**src/rtl/bads_pkg.sv**
```systemverilog
`timescale 1ns / 1ps
package bads_pkg;

    localparam int CH_W       = 8;
    localparam int SUM_W      = 16;
    localparam int POS_W      = 12;
    localparam int DIM_W      = 13;
    localparam int SCALE_W    = 5;
    localparam int PH_W       = 4;
    localparam int WT_W       = 5;
    localparam int RCP_W      = 25;
    localparam int RCP_SH     = 24;
    localparam int PROD_W     = SUM_W + RCP_W;
    localparam int MAX_SHRINK = 16;
    localparam int MAX_DIM    = 4096;
    localparam int IDX_W      = 4;
    localparam int CFG_DW     = 13;
    localparam int OQ_DEPTH   = 8;
    localparam int OQ_AW      = 3;
    localparam int OQ_CNT_W   = 4;
    localparam int OQ_LIMIT   = 4;
    localparam int DIV_STEPS  = 13;
    localparam int DIV_CNT_W  = 4;
    localparam int NLANE      = 3;

    typedef logic [CH_W-1:0] samp_t;

    typedef enum logic [IDX_W-1:0] {
        REG_SCALE  = 4'd0,
        REG_WIDTH  = 4'd1,
        REG_HEIGHT = 4'd2,
        REG_MODE   = 4'd3
    } cfg_reg_t;

    typedef struct packed {
        logic               busy;
        logic               done;
        logic [SCALE_W-1:0] s_eff;
        logic [POS_W-1:0]   wm1;
        logic [POS_W-1:0]   hm1;
        logic [PH_W-1:0]    pad_w;
        logic [PH_W-1:0]    pad_h;
        logic [POS_W-1:0]   q_col;
        logic [PH_W-1:0]    r_col;
        logic               color;
    } bads_geom_t;

    typedef struct packed {
        logic             take;
        logic             cph_zero;
        logic [WT_W-1:0]  hw;
        logic             col_done;
        logic [POS_W-1:0] ocol;
        logic [WT_W-1:0]  vw;
        logic             rzero;
        logic             res;
        logic             row_end;
        logic             frame_end;
    } bads_lane_in_t;

    typedef struct packed {
        logic valid;
        logic row_end;
        logic frame_end;
    } bads_flag_t;

    typedef struct packed {
        samp_t avg_a;
        samp_t avg_b;
        samp_t avg_c;
        logic  row_end;
        logic  frame_end;
    } bads_res_t;

    // ceil(2^24 / (s*s)): exact floor division of a 16-bit sum for s up to 16
    function automatic logic [RCP_W-1:0] recip(input logic [SCALE_W-1:0] s);
        logic [RCP_W-1:0] r;
        case (s)
            5'd1:    r = 25'd16777216;
            5'd2:    r = 25'd4194304;
            5'd3:    r = 25'd1864136;
            5'd4:    r = 25'd1048576;
            5'd5:    r = 25'd671089;
            5'd6:    r = 25'd466034;
            5'd7:    r = 25'd342393;
            5'd8:    r = 25'd262144;
            5'd9:    r = 25'd207127;
            5'd10:   r = 25'd167773;
            5'd11:   r = 25'd138655;
            5'd12:   r = 25'd116509;
            5'd13:   r = 25'd99274;
            5'd14:   r = 25'd85599;
            5'd15:   r = 25'd74566;
            default: r = 25'd65536;
        endcase
        return r;
    endfunction

endpackage

```
**src/rtl/bads_if.sv**
```systemverilog


interface bads_res_if import bads_pkg::*; ();
    logic  valid;
    logic  ready;
    samp_t avg_a;
    samp_t avg_b;
    samp_t avg_c;
    logic  row_end;
    logic  frame_end;
    modport source (output valid, avg_a, avg_b, avg_c, row_end, frame_end, input ready);
    modport sink   (input valid, avg_a, avg_b, avg_c, row_end, frame_end, output ready);
endinterface


```
**src/rtl/bads_outq.sv**
```systemverilog
`timescale 1ns / 1ps
module bads_outq import bads_pkg::*; (
    input  logic       clk,
    input  logic       rst_n,
    input  logic       push,
    input  bads_res_t  din,
    bads_res_if.source res,
    output logic       space
);

    bads_res_t q_mem [OQ_DEPTH];

    logic [OQ_AW-1:0]    wp_reg, wp_next;
    logic [OQ_AW-1:0]    rp_reg, rp_next;
    logic [OQ_CNT_W-1:0] cnt_reg, cnt_next;
    logic                pop;
    bads_res_t           head;

    assign pop  = res.valid & res.ready;
    assign head = q_mem[rp_reg];

    always_comb
    begin
        wp_next  = push ? wp_reg + OQ_AW'(1) : wp_reg;
        rp_next  = pop ? rp_reg + OQ_AW'(1) : rp_reg;
        cnt_next = cnt_reg + OQ_CNT_W'(push) - OQ_CNT_W'(pop);
    end

    always_ff @(posedge clk)
    begin
        if (push)
            q_mem[wp_reg] <= din;
    end

    always_ff @(posedge clk or negedge rst_n)
    begin
        if (!rst_n)
        begin
            wp_reg  <= '0;
            rp_reg  <= '0;
            cnt_reg <= '0;
        end
        else
        begin
            wp_reg  <= wp_next;
            rp_reg  <= rp_next;
            cnt_reg <= cnt_next;
        end
    end

    always_comb
    begin
        res.valid     = cnt_reg != '0;
        res.avg_a     = head.avg_a;
        res.avg_b     = head.avg_b;
        res.avg_c     = head.avg_c;
        res.row_end   = head.row_end;
        res.frame_end = head.frame_end;
        space         = cnt_reg <= OQ_CNT_W'(OQ_LIMIT);
    end

endmodule

```
**src/flat_wrapper.sv**
```systemverilog
// flat-port wrapper written by rule: the top's interface ports become plain ports
module bads_outq_flat import bads_pkg::*;
  (clk, rst_n, push, din, space, res_valid, res_avg_a, res_avg_b, res_avg_c, res_row_end, res_frame_end, res_ready);
  bads_res_if res_i ();
  input  logic clk;
  input  logic rst_n;
  input  logic push;
  input  bads_res_t din;
  output logic space;
  output wire logic [$bits(res_i.valid)-1:0] res_valid;
  output wire logic [$bits(res_i.avg_a)-1:0] res_avg_a;
  output wire logic [$bits(res_i.avg_b)-1:0] res_avg_b;
  output wire logic [$bits(res_i.avg_c)-1:0] res_avg_c;
  output wire logic [$bits(res_i.row_end)-1:0] res_row_end;
  output wire logic [$bits(res_i.frame_end)-1:0] res_frame_end;
  input wire logic [$bits(res_i.ready)-1:0] res_ready;
  assign res_valid = res_i.valid;
  assign res_avg_a = res_i.avg_a;
  assign res_avg_b = res_i.avg_b;
  assign res_avg_c = res_i.avg_c;
  assign res_row_end = res_i.row_end;
  assign res_frame_end = res_i.frame_end;
  assign res_i.ready = res_ready;
  bads_outq u_core (.clk(clk), .rst_n(rst_n), .push(push), .din(din), .res(res_i), .space(space));
endmodule
```
**config.mk**
```make
export PLATFORM = sky130hd
export DESIGN_NAME = bads_outq_flat
export DESIGN_NICKNAME = d
export VERILOG_FILES = /design/src/rtl/bads_pkg.sv /design/src/rtl/bads_if.sv /design/src/rtl/bads_outq.sv /design/src/flat_wrapper.sv
export SDC_FILE = /design/constraint.sdc
export NUM_CORES = 1
export LEC_CHECK = 0
export ABC_AREA = 1
export BUFFER_PORTS_ARGS = -buffer_cell sky130_fd_sc_hd__buf_4
export CORE_AREA = 10 10 145 174
export DETAILED_ROUTE_END_ITERATION = 7
export DIE_AREA = 0 0 155 184
export SLEW_MARGIN = 10
export SYNTH_ARGS = -nofsm -noshare
export SYNTH_HDL_FRONTEND = slang
export SYNTH_SLANG_ARGS = --single-unit
```
**constraint.sdc**
```tcl
create_clock -name clk -period 2.65 [get_ports clk]
set_input_delay 0.265 -clock clk [delete_from_list [all_inputs] [get_ports clk]]
set_output_delay 0.265 -clock clk [all_outputs]
set_load 0.02 [all_outputs]
```
## After elaboration in Yosys (flattened, before gate mapping)

Memory sizes are Yosys's and may differ from the RTL's.
Index checks and enable logic that the tools add are counted.

| word-level totals | value |
|---|---|
| output and inout bits | 28 |
| flip-flop bits (word level) | 10 |
| memories | 1 |
| input port bits | 30 |
| RAM bits | 208 |

| operators by class | value |
|---|---|
| mux-type cells | 2 |
| bitwise gates (word level) | 1 |
| $lt $le $gt $ge | 1 |
| reductions and logical operators | 1 |
| add/sub/neg operators | 4 |

Memories:

| memory | words | bits a word | rd ports | clocked after memory_dff | write ports | line | RTL |
|---|---|---|---|---|---|---|---|
| u_core.q_mem | 8 | 26 | 1 | 0 | 1 | bads_outq.sv:11 | `bads_res_t q_mem [OQ_DEPTH];` |

Operator list:

| operator | number |
|---|---|
| $add A3 B1 Y3 const B | 2 |
| $add A4 B1 Y4 | 1 |
| $le A4 B3 Y1 const B | 1 |
| $reduce_bool A4 Y1 | 1 |
| $sub A4 B1 Y4 | 1 |
| $mux W1 | 2 |
| $and A1 B1 Y1 | 1 |

## Logic depth before layout (Yosys ltp)

| depth | value |
|---|---|
| depth in word-level cells | 3 |
| gate-level depth with buffers | 11 |

## Worst setup path before layout

Ideal clock, no wire load.

| timing | value |
|---|---|
| path type | register to register |
| start point | reg u_core.wp_reg[0] |
| end point | mem u_core.q_mem[0][0] (netlist bit) (enable) |
| clock period less this slack | 2,250 ps |
| setup slack | 400 ps |
| arrival | 1,842 ps |
| data required time | 2,241 ps |
| cell stages (with the launch flop) | 3 |
| setup time | 409 ps |
| cells stage by stage | dfrtp_1 > or2_2 > nor2_1 |

RTL lines:

| element | line | RTL |
|---|---|---|
| start: declaration | bads_outq.sv:13 | `logic [OQ_AW-1:0] wp_reg, wp_next;` |
| start signal: assignment | bads_outq.sv:45 | `wp_reg <= wp_next;` |
| end: declaration | bads_outq.sv:11 |  |

Straight into the memory's write port.

## Worst setup path after layout

| timing | value |
|---|---|
| start point | reg u_core.rp_reg[0] |
| end point | out res_frame_end |

| on the way | value |
|---|---|
| word-level cells in the longest chain between the ends | 1 |

RTL lines:

| element | line | RTL |
|---|---|---|
| start: declaration | bads_outq.sv:14 | `logic [OQ_AW-1:0] rp_reg, rp_next;` |
| start signal: assignment | bads_outq.sv:46 | `rp_reg <= rp_next;` |
| $mem_v2 Z8 W26 | -- |  |
| end: declaration | flat_wrapper.sv:15 | `output wire logic [$bits(res_i.frame_end)-1:0] res_frame_end;` |

Every way passes these cells.

==> qor.txt <==
Status -> completed
Worst min-delay path category -> input pin to register
DR pass1 iterations -> 4
Flop pwr share -> 0.352
# clock sinks -> 218
Layout Skew -> 0.0133 ns
Initial core utilization -> 0.446
Final Setup Violations -> 0
# nets final -> 1094
Pleak -> 5.33 nW
Vias per cell -> 4.66
Syn. warnings -> 0
CP Data Required Time -> 2.38 ns
Diodes inserted -> 0
Syn_area_per_cell -> 9.96 um^2
Clk Latency, worst-skew pair -> 0.51 ns
CP max FO -> 47
PwrDens -> 1070 nW/um^2
Chip width -> 155 um
Sw Ratio -> 0.365
VDD IR-drop max -> 0.810 mV
Top cell type's share of synthesized area -> 0.647
Synthesized Nets -> 1008
First-pass GRT wire length -> 33100 um
Synth area leader -> edfxtp_1
WL/cell -> 15.3 um
RSZ-0062 raised after global routing -> false
GRT Overall Usage -> 0.144
Routability cong. -> 0.747
Layout cells sized above 1 -> 0.113
Total CTS buffers -> 23
Tmin final -> 2.43 ns
Area grow syn2layout -> 19.6%
Rel. slew slack -> 0.592
DP HPWL -> 11400 um
Worst setup SP type -> register
H-tree depth -> 1
Pint -> 7.82 mW
Clock power share -> 0.265
Period utilization -> 0.916
Critical Path AT -> 2.16 ns
Sequential area share after synthesis -> 0.673
Hold depth -> 1
Largest net degree at the start of global routing -> 106
Vias -> 6266
Final Max Slew Viols -> 0
Detail Route Antenna Nets -> 0
Mapped cell area -> 9650 um^2
R2R depth -> 11
Std-Cell Rows -> 59
MaxCap Viol Count -> 0
Number of flip-flops in the largest register -> 208
Fin util -> 0.534
Longest Clk Path Bufs -> 3
Unique masters post-synth -> 20
Clk root buf -> clkbuf_16
DRC -> 0
Core ar. -> 21600 um^2
Sw power -> 4.49 mW
Synthesized flop and latch total -> 218
Final hold vios -> 0
CTS tree -> done
Post-Synthesis Cells -> 969
Crit path kind -> register to output port
# resized after CTS -> 0
Vias in the first global route -> 6395
WL final -> 20500 um
Fmax -> 412 MHz
Initial antenna violation count -> 0
Worst slew pin tran -> 0.609 ns
Die height -> 184 um
TNS Setup -> 0 ns
Comb pwr share -> 0.383
DR iter-0 viols -> 386
# port buffers -> 57
Io pins -> 58
CTS clk-pin slew, worst paths -> 0.06 ns
Synth top area cells -> edfxtp_1 (65%), nand2_1 (14%), inv_1 (8.6%)
Gr ovfl total -> 0
Crit end category -> output port
Die area -> 28500 um^2
==> path summary, 6_finish.rpt <==
path / from / to / slack [ns]
setup / recovery: u_core.rp_reg[0] / res_frame_end / 0.22
hold / removal: din[12] / u_core.q_mem[3][12] / 0.03
setup reg to reg: u_core.cnt_reg[2] / u_core.cnt_reg[2] / 0.56
hold reg to reg: u_core.wp_reg[0] / u_core.wp_reg[0] / 0.54
max in group asynchronous: rst_n / u_core.rp_reg[0] / 2.35
min in group asynchronous: rst_n / u_core.cnt_reg[3] / 0.14
==> cell usage in the layout, fill, tap and decap left out, types with 8 or more instances in the layout <==
| cell | count |
|---|---|
| buf_12 | 11 |
| clkbuf_16 | 23 |
| dfrtp_1 | 8 |
| edfxtp_1 | 208 |
| inv_1 | 222 |
| dlygate4sd3_1 | 26 |
| nand3_1 | 105 |
| nor2_4 | 8 |
| buf_4 | 63 |
| nand2_1 | 353 |
| ha_1 | 8 |
==> through the flow <==
step	cell area [um^2]	cells	setup WS, ns	hold slack [ns]	total power, mW
after floorplan	9650	969	0.400	-0.0306	7.46
after global routing	11500	1344	0.0551	0.00517	13.1
after CTS	11500	1344	0.178	0.00283	12.5
after detailed placement	10500	1278	0.559	0.104	9.16
after global placement	10500	1278	0.627	0.105	9.10
final	11500	1344	0.223	0.0267	12.3
==> synth_stat cells <==
cell type    n
a21oi_1      1
buf_1        2
buf_2       21
buf_4        2
buf_6        7
clkbuf_1     7
clkinv_1     1
dfrtp_1     10
edfxtp_1   208
fa_1         1
ha_1         8
inv_1      222
inv_2        2
nand2_1    353
nand3_1    105
nor2_1       9
o21ai_0      4
or2_2        1
xnor2_1      2
xor2_1       3
==> layout make-up <==
type                    instances  area, um^2
clock buffers                  27         591
clock inverters                13         176
fillers                      1894       10100
inverters                     225         845
multi-input cells             487        2140
flip-flops and latches        218        6500
well taps                     274         343
repair buffers                100         953
==> per-layer routing <==
metal	GRT usage	vias up	part of all wire
met5	0	-	0
met4	0.0515	0	0.027
met3	0.0227	41	0.042
met2	0.254	124	0.50
met1	0.174	2923	0.44
li1	-	3178	-
==> power groups by stage <==
stage	Clock, mW	Sequential [mW]	Combinational [mW]
after floorplan	0	4.37	3.09
after detailed placement	0	4.40	4.76
final	3.27	4.33	4.71
after global routing	3.46	4.36	5.30
after CTS	3.33	4.33	4.81
after global placement	0	4.39	4.71
==> critical path: stages, from the launching register on <==
cell and delay (ns):
dfrtp_4 0.49, inv_2 0.32, buf_12 0.29, nand2_1 0.10, nand3_1 0.08, nand2_1 0.06, nand2_1 0.07, nand2_1 0.10
buf_4 0.17
==> cell families after synthesis <==
kind of cell / share of synthesized area
AO/OA/AOI/OAI: 0.00259
XOR/XNOR: 0.00454
adder cells (fa/ha/maj): 0.0124
buffers and inverters: 0.112
flip-flops: 0.673
AND/OR/NAND/NOR: 0.196
==> timing repair <==
item	4_1_cts	5_1_grt
buffers inserted	0	0
endpoints found under the hold margin	193	0
hold buffers	26	0
No activity file was read; power rests on OpenSTA's default activity.
