File: config.mk
export PLATFORM = sky130hd
export DESIGN_NAME = bads_cfg_flat
export DESIGN_NICKNAME = d
export VERILOG_FILES = /design/src/rtl/bads_pkg.sv /design/src/rtl/bads_if.sv /design/src/rtl/bads_cfg.sv /design/src/flat_wrapper.sv
export SDC_FILE = /design/constraint.sdc
export NUM_CORES = 1
export LEC_CHECK = 0
export BUFFER_PORTS_ARGS = -buffer_cell sky130_fd_sc_hd__buf_2
export CORE_MARGIN = 2
export CORE_UTILIZATION = 25
export CTS_CLUSTER_DIAMETER = 150
export DETAILED_ROUTE_END_ITERATION = 6
export PLACE_DENSITY = 0.48
export SETUP_SLACK_MARGIN = 0.05
export SYNTH_ARGS = -nofsm -noshare
export SYNTH_HDL_FRONTEND = slang
export SYNTH_SLANG_ARGS = --single-unit
File: constraint.sdc
create_clock -name clk -period 3.4 [get_ports clk]
set_clock_uncertainty 0.15 [all_clocks]
set_input_delay 0.68 -clock clk [delete_from_list [all_inputs] [get_ports clk]]
set_output_delay 0.68 -clock clk [all_outputs]
set_load 0.02 [all_outputs]
File: src/rtl/bads_pkg.sv
`timescale 1ns / 1ps
package bads_pkg;

    localparam int CH_W       = 8;
    localparam int SUM_W      = 16;
    localparam int POS_W      = 12;
    localparam int DIM_W      = 13;
    localparam int SCALE_W    = 5;
    localparam int PH_W       = 4;
    localparam int WT_W       = 5;
    localparam int RCP_W      = 25;
    localparam int RCP_SH     = 24;
    localparam int PROD_W     = SUM_W + RCP_W;
    localparam int MAX_SHRINK = 16;
    localparam int MAX_DIM    = 4096;
    localparam int IDX_W      = 4;
    localparam int CFG_DW     = 13;
    localparam int OQ_DEPTH   = 8;
    localparam int OQ_AW      = 3;
    localparam int OQ_CNT_W   = 4;
    localparam int OQ_LIMIT   = 4;
    localparam int DIV_STEPS  = 13;
    localparam int DIV_CNT_W  = 4;
    localparam int NLANE      = 3;

    typedef logic [CH_W-1:0] samp_t;

    typedef enum logic [IDX_W-1:0] {
        REG_SCALE  = 4'd0,
        REG_WIDTH  = 4'd1,
        REG_HEIGHT = 4'd2,
        REG_MODE   = 4'd3
    } cfg_reg_t;

    typedef struct packed {
        logic               busy;
        logic               done;
        logic [SCALE_W-1:0] s_eff;
        logic [POS_W-1:0]   wm1;
        logic [POS_W-1:0]   hm1;
        logic [PH_W-1:0]    pad_w;
        logic [PH_W-1:0]    pad_h;
        logic [POS_W-1:0]   q_col;
        logic [PH_W-1:0]    r_col;
        logic               color;
    } bads_geom_t;

    typedef struct packed {
        logic             take;
        logic             cph_zero;
        logic [WT_W-1:0]  hw;
        logic             col_done;
        logic [POS_W-1:0] ocol;
        logic [WT_W-1:0]  vw;
        logic             rzero;
        logic             res;
        logic             row_end;
        logic             frame_end;
    } bads_lane_in_t;

    typedef struct packed {
        logic valid;
        logic row_end;
        logic frame_end;
    } bads_flag_t;

    typedef struct packed {
        samp_t avg_a;
        samp_t avg_b;
        samp_t avg_c;
        logic  row_end;
        logic  frame_end;
    } bads_res_t;

    // ceil(2^24 / (s*s)): exact floor division of a 16-bit sum for s up to 16
    function automatic logic [RCP_W-1:0] recip(input logic [SCALE_W-1:0] s);
        logic [RCP_W-1:0] r;
        case (s)
            5'd1:    r = 25'd16777216;
            5'd2:    r = 25'd4194304;
            5'd3:    r = 25'd1864136;
            5'd4:    r = 25'd1048576;
            5'd5:    r = 25'd671089;
            5'd6:    r = 25'd466034;
            5'd7:    r = 25'd342393;
            5'd8:    r = 25'd262144;
            5'd9:    r = 25'd207127;
            5'd10:   r = 25'd167773;
            5'd11:   r = 25'd138655;
            5'd12:   r = 25'd116509;
            5'd13:   r = 25'd99274;
            5'd14:   r = 25'd85599;
            5'd15:   r = 25'd74566;
            default: r = 25'd65536;
        endcase
        return r;
    endfunction

endpackage

File: src/rtl/bads_if.sv


interface bads_cfg_if import bads_pkg::*; ();
    logic              valid;
    logic              ready;
    logic [IDX_W-1:0]  index;
    logic [CFG_DW-1:0] data;
    modport source (output valid, index, data, input ready);
    modport sink   (input valid, index, data, output ready);
endinterface

File: src/rtl/bads_cfg.sv
`timescale 1ns / 1ps
module bads_cfg import bads_pkg::*; (
    input  logic             clk,
    input  logic             rst_n,
    bads_cfg_if.sink         cfg,
    input  logic [POS_W-1:0] col_pos,
    output bads_geom_t       geom
);

    logic [SCALE_W-1:0]   scale_reg, scale_next;
    logic [DIM_W-1:0]     width_reg, width_next;
    logic [DIM_W-1:0]     height_reg, height_next;
    logic                 mode_reg, mode_next;
    logic                 pend_reg, pend_next;
    logic                 busy_reg, busy_next;
    logic                 done_reg, done_next;
    logic [DIV_CNT_W-1:0] cnt_reg, cnt_next;
    logic [DIM_W-1:0]     shw_reg, shw_next;
    logic [DIM_W-1:0]     shh_reg, shh_next;
    logic [DIM_W-1:0]     shc_reg, shc_next;
    logic [PH_W-1:0]      rw_reg, rw_next;
    logic [PH_W-1:0]      rh_reg, rh_next;
    logic [PH_W-1:0]      rc_reg, rc_next;

    logic [SCALE_W-1:0] s_eff;
    logic [DIM_W-1:0]   w_eff, h_eff;
    logic [SCALE_W-1:0] tw, th, tc;
    logic               gw, gh, gc;
    logic               wr;

    assign cfg.ready = 1'b1;
    assign wr = cfg.valid;

    always_comb
    begin
        if (scale_reg == '0)
            s_eff = SCALE_W'(1);
        else if (scale_reg > SCALE_W'(MAX_SHRINK))
            s_eff = SCALE_W'(MAX_SHRINK);
        else
            s_eff = scale_reg;
        if (width_reg == '0)
            w_eff = DIM_W'(1);
        else if (width_reg > DIM_W'(MAX_DIM))
            w_eff = DIM_W'(MAX_DIM);
        else
            w_eff = width_reg;
        if (height_reg == '0)
            h_eff = DIM_W'(1);
        else if (height_reg > DIM_W'(MAX_DIM))
            h_eff = DIM_W'(MAX_DIM);
        else
            h_eff = height_reg;
    end

    // one restoring step per cycle on all three dividends while busy and no write arrives
    assign tw = {rw_reg, shw_reg[DIM_W-1]};
    assign th = {rh_reg, shh_reg[DIM_W-1]};
    assign tc = {rc_reg, shc_reg[DIM_W-1]};
    assign gw = tw >= s_eff;
    assign gh = th >= s_eff;
    assign gc = tc >= s_eff;

    always_comb
    begin
        scale_next  = scale_reg;
        width_next  = width_reg;
        height_next = height_reg;
        mode_next   = mode_reg;
        pend_next   = pend_reg;
        busy_next   = busy_reg;
        done_next   = 1'b0;
        cnt_next    = cnt_reg;
        shw_next    = shw_reg;
        shh_next    = shh_reg;
        shc_next    = shc_reg;
        rw_next     = rw_reg;
        rh_next     = rh_reg;
        rc_next     = rc_reg;
        if (wr)
        begin
            pend_next = 1'b1;
            busy_next = 1'b0;
            unique case (cfg.index)
                REG_SCALE:  scale_next  = cfg.data[SCALE_W-1:0];
                REG_WIDTH:  width_next  = cfg.data;
                REG_HEIGHT: height_next = cfg.data;
                REG_MODE:   mode_next   = cfg.data[0];
                default:    ;
            endcase
        end
        else if (pend_reg)
        begin
            pend_next = 1'b0;
            busy_next = 1'b1;
            cnt_next  = DIV_CNT_W'(DIV_STEPS);
            shw_next  = w_eff;
            shh_next  = h_eff;
            shc_next  = {1'b0, col_pos};
            rw_next   = '0;
            rh_next   = '0;
            rc_next   = '0;
        end
        else if (busy_reg)
        begin
            rw_next  = gw ? PH_W'(tw - s_eff) : tw[PH_W-1:0];
            rh_next  = gh ? PH_W'(th - s_eff) : th[PH_W-1:0];
            rc_next  = gc ? PH_W'(tc - s_eff) : tc[PH_W-1:0];
            shw_next = {shw_reg[DIM_W-2:0], 1'b0};
            shh_next = {shh_reg[DIM_W-2:0], 1'b0};
            shc_next = {shc_reg[DIM_W-2:0], gc};
            cnt_next = cnt_reg - DIV_CNT_W'(1);
            if (cnt_reg == DIV_CNT_W'(1))
            begin
                busy_next = 1'b0;
                done_next = 1'b1;
            end
        end
    end

    always_ff @(posedge clk or negedge rst_n)
    begin
        if (!rst_n)
        begin
            scale_reg  <= SCALE_W'(1);
            width_reg  <= DIM_W'(1);
            height_reg <= DIM_W'(1);
            mode_reg   <= 1'b0;
            pend_reg   <= 1'b0;
            busy_reg   <= 1'b0;
            done_reg   <= 1'b0;
            cnt_reg    <= '0;
            shw_reg    <= '0;
            shh_reg    <= '0;
            shc_reg    <= '0;
            rw_reg     <= '0;
            rh_reg     <= '0;
            rc_reg     <= '0;
        end
        else
        begin
            scale_reg  <= scale_next;
            width_reg  <= width_next;
            height_reg <= height_next;
            mode_reg   <= mode_next;
            pend_reg   <= pend_next;
            busy_reg   <= busy_next;
            done_reg   <= done_next;
            cnt_reg    <= cnt_next;
            shw_reg    <= shw_next;
            shh_reg    <= shh_next;
            shc_reg    <= shc_next;
            rw_reg     <= rw_next;
            rh_reg     <= rh_next;
            rc_reg     <= rc_next;
        end
    end

    always_comb
    begin
        geom.busy  = pend_reg | busy_reg | done_reg;
        geom.done  = done_reg;
        geom.s_eff = s_eff;
        geom.wm1   = POS_W'(w_eff - DIM_W'(1));
        geom.hm1   = POS_W'(h_eff - DIM_W'(1));
        geom.pad_w = (rw_reg == '0) ? '0 : PH_W'(s_eff - {1'b0, rw_reg});
        geom.pad_h = (rh_reg == '0) ? '0 : PH_W'(s_eff - {1'b0, rh_reg});
        geom.q_col = shc_reg[POS_W-1:0];
        geom.r_col = rc_reg;
        geom.color = mode_reg;
    end

endmodule

File: src/flat_wrapper.sv
// flat-port wrapper written by rule: the top's interface ports become plain ports
module bads_cfg_flat import bads_pkg::*;
  (clk, rst_n, col_pos, geom, cfg_valid, cfg_index, cfg_data, cfg_ready);
  bads_cfg_if cfg_i ();
  input  logic clk;
  input  logic rst_n;
  input  logic [POS_W-1:0] col_pos;
  output bads_geom_t geom;
  input wire logic [$bits(cfg_i.valid)-1:0] cfg_valid;
  input wire logic [$bits(cfg_i.index)-1:0] cfg_index;
  input wire logic [$bits(cfg_i.data)-1:0] cfg_data;
  output wire logic [$bits(cfg_i.ready)-1:0] cfg_ready;
  assign cfg_i.valid = cfg_valid;
  assign cfg_i.index = cfg_index;
  assign cfg_i.data = cfg_data;
  assign cfg_ready = cfg_i.ready;
  bads_cfg u_core (.clk(clk), .rst_n(rst_n), .cfg(cfg_i), .col_pos(col_pos), .geom(geom));
endmodule
=== After elaboration in Yosys (flattened, before gate mapping) ===
Index checks and enable logic that the tools add are counted.

* Register bits after elaboration: 90
* Logic and storage cells: 81
* Input bits: 32

* Order comparisons: 6
* Bitwise operators: 3
* Muxes and demuxes: 34
* Eq/ne operators: 4
* Reduce and logical (&&, ||, !) cells: 12
* Add/sub/neg operators: 8

{| class="wikitable"
|+ Operators by type and width
! cell !! number
|-
| 13-bit 2-to-1 mux || 10
|-
| 4-bit 2-to-1 mux || 13
|-
| 13-bit > comparator, second input constant || 2
|-
| 13-bit zero test || 2
|-
| 12-bit by 1-bit subtractor with 12-bit output, second input constant || 2
|-
| 4-bit subtractor || 5
|-
| 5-bit greater-or-equal comparator || 3
|-
| 4-bit zero test || 3
|-
| 5-bit 2-to-1 mux || 2
|-
| 2-bit AND reduction || 5
|-
| 1-bit 2-to-1 mux || 9
|-
| 4-bit by 1-bit == test with 1-bit output, second input constant || 2
|-
| 4-bit by 2-bit == test with 1-bit output, second input constant || 2
|-
| 5-bit > comparator, second input constant || 1
|-
| 5-bit zero test || 1
|-
| 4-bit by 1-bit subtractor with 4-bit output, second input constant || 1
|-
| 1-bit bitwise OR || 2
|-
| 2-bit nonzero test || 1
|-
| 1-bit NOT || 1
|}

=== Logic depth before layout (Yosys ltp) ===
* Depth in word-level cells: 7
* Mapped depth: 10

=== Least setup slack after synthesis ===
No wires, ideal clock.

* Path kind: register to output
* Start point: reg u_core.height_reg[5]
* End point: out geom[29] in the netlist's numbering
* Cell stages (with the launch flop): 10
* Slack: -0.155 ns
* Required time: 2.570 ns
* Data arrival time: 2.725 ns
* Path buffers: 1
* Path through: dfrtp_1 nor4_1 and2_1 and3_1 o21ai_0 ha_1 clkbuf_1 nor2b_1 a31oi_1 a21boi_0

{| class="wikitable"
|+ RTL lines
! element !! line !! text
|-
| from (decl) || bads_cfg.sv:12 || <nowiki>logic [DIM_W-1:0] height_reg, height_next;</nowiki>
|-
| from (signal assigned) || bads_cfg.sv:144 || <nowiki>height_reg <= height_next;</nowiki>
|-
| to (decl) || flat_wrapper.sv:8 || <nowiki>output bads_geom_t geom;</nowiki>
|}

==> results_dict.tcl <==
set metrics [dict create \
    criticalPathCategory "flop to output pin" \
    final-max-slew-violation-count 0 \
    wl_mm 15.9 \
    synth_area_leaders "dfrtp_1 40%, mux2_2 6.3%, ha_1 5.8%" \
    gp_congestion 0.800 \
    wl_per_cell_um 16.5 \
    syn-cell-area_um2 5380 \
    synthTopCellsByCount "87 x dfrtp_1, 58 x nand2_1, 44 x nor2_1" \
    seq_area_frac_synth_pct 42.0 \
    ys.flop_type "dfrtp_1" \
    portBuffers 87 \
    min_period_ns 3.24 \
    cts_buffers 9 \
    grt-ovfl-total 0 \
    required_ns 2.57 \
    ant_nets 0 \
    die_area_um2 22700 \
    h-tree-depth 3 \
    root_buffer "clkbuf_16" \
    synth_seq_cells 90 \
    worstPathArrival_ns 2.41 \
    fmax_ghz 0.309 \
    worstSkewPairLatency_ns 0.35 \
    ys_types 51 \
    vias 4593 \
    fillCellCount 2243 \
    syn_area_per_cell_um2 9.38 \
    hold_ws_ns 0.112 \
    clk_pin_slew_worst_paths_ns 0.07 \
    grt_pass1_wl_mm 25.3 \
    ios 89 \
    placed_cell_area_um2 6220 \
    peakVddDrop_v 0.000240 \
    synth_edf_count 0 \
    register_area_um2 2260 \
    synth_warnings 0 \
    avgViaCountPerCell 4.76 \
    synthDominantCellAreaShare_pct 40.5 \
    path_buf_inv 1 \
    start_util_pct 25.5 \
    firstDrtPassIters 5 \
    first_global_vias 4513 \
    diodes 0 \
    drc 0 \
    synth_nets 635 \
    dp.cells 928 \
    multiInputGateArea_um2 2860 \
    std_cell_rows 53 \
    syn2layout_area_growth_pct 25.8 \
    hold_buffers 0 \
    tns_ns 0 \
    cts_num_sinks 90 \
    critPathTopFamily "simple AND/OR/NAND/NOR gates" \
    clockBufferDepth 2 \
    tightest_slew_ns 0.837 \
    path_max_fanout 7 \
    stdcell_area_um2 6760 \
    synth_top_area_cell "dfrtp_1" \
    cts_tree "yes" \
    grt_max_degree 61 \
    maxCapViolations 0 \
    max_slew_margin_pct 44.0 \
    drive_gt1_share_pct 31.1 \
    power_leakage_nw 3.11 \
    slowest_delay_ns 0.42 \
    rsz0062_at_grt "false" \
    slowest_stage "dfrtp_1" \
    hpwlAfterDp_mm 11.4 \
    finalSetupViolCount 0 \
    synth.most_common_cell "dfrtp_1" \
    antenna_found_initial 0 \
    nets 746 \
    cp-start-kind "flop" \
    grtUsageTotal_pct 14.4 \
    die_h_um 151 \
    die_x_um 151 \
    core_area_um2 21100 \
    finalHoldViolations 0 \
    fin_cells 964 \
    hold_class "input port to asynchronous set/reset pin" \
    drt_iter0_markers 177 \
    async_reset_ff_share_pct 100 \
    path_cells "or3_4, nor3_4, a21oi_2, or2_4, ha_4, o21ai_2, nor3_1, o221ai_1, buf_4" \
    finalCritPeriodShare_pct 95.3 \
    synthCells 573 \
    outcome "finished, final reports clean" \
    end_kind "output pin" \
    powerDensity_nw_per_um2 667 \
]
[power by group]
group          internal (W)  switching [W]
Combinational      0.000886        0.00113
Sequential          0.00129       0.000229
Clock              0.000509       0.000473
[layout make-up]
type / instances / share of cell area, %
Inverter: 37 / 2.05
Clock inverter: 7 / 0.906
Timing Repair Buffer: 143 / 13.0
Sequential cell: 90 / 33.4
Clock buffer: 9 / 3.33
Tap cell: 275 / 5.09
Multi-Input combinational cell: 403 / 42.2
[layer usage]
layer  global-route usage [%]  vias up  routed length, um
met1                     19.9     2222               7620
met4                     2.20        0                108
met5                        0        -                  0
li1                         -     2268                  -
met2                     23.5       94               7510
met3                     3.39        9                629
[cell usage in the layout, fill, tap and decap left out, drive strengths merged, types with 3 or more instances in the layout]
master	n
a21o	9
a21oi	36
a221oi	13
a22o	3
a22oi	7
a31oi	11
and2	3
buf	143
clkbuf	9
clkinv	4
dfrtp	87
dfstp	3
fa	5
ha	25
inv	38
mux2	30
mux2i	10
nand2	58
nand2b	3
nand3	7
nor2	44
nor2b	8
nor3	12
nor3b	3
nor4	7
o21ai	24
o22ai	37
o311ai	5
or3	7
xnor2	10
xor2	8
[final timing paths]
check / start / to / slack [ns] / cells past startpoint
min in group clk: u_core.shh_reg[0] / u_core.shh_reg[1] / 0.32 / 2
worst min-delay path: rst_n / u_core.width_reg[10] / 0.11 / 1
worst max-delay path: u_core.width_reg[7] / geom[47] / 0.16 / 9
max in group asynchronous: rst_n / u_core.height_reg[0] / 2.26 / 2
worst max register to register: u_core.width_reg[7] / u_core.shw_reg[5] / 0.38 / 20
worst min register to register: u_core.shh_reg[0] / u_core.shh_reg[1] / 0.32 / 2
[logic make-up after synthesis]
| family | count (synthesis) | share of synthesized area [%] |
|---|---|---|
| AOI/OAI and AO/OA | 155 | 18.8 |
| adders and majority gates | 30 | 7.68 |
| xor gates and xnor gates | 18 | 2.93 |
| DFF | 90 | 42.0 |
| other | 1 | 0.0697 |
| buffers and inverters | 80 | 6.80 |
| muxes | 40 | 8.15 |
| and+or+nand+nor | 159 | 13.7 |
[through the flow]
| step | util (%) | total power, W | setup slack, ns |
|---|---|---|---|
| 5_1_grt | 32.1 | 0.00486 | 0.0535 |
| 3_5_place_dp | 29.5 | 0.00344 | 0.194 |
| 4_1_cts | 31.6 | 0.00451 | 0.0393 |
| 6_report | 32.1 | 0.00451 | 0.161 |
| 3_3_place_gp | 29.5 | 0.00344 | 0.247 |
| 2_1_floorplan | - | 0.00284 | 0.0280 |
[timing repair]
item,in CTS,in global routing
setup buffers,16,4
endpoints found under the setup margin,7,8
gates resized for setup,9,16
pin swaps,4,6
No activity file was read; power rests on OpenSTA's default activity.
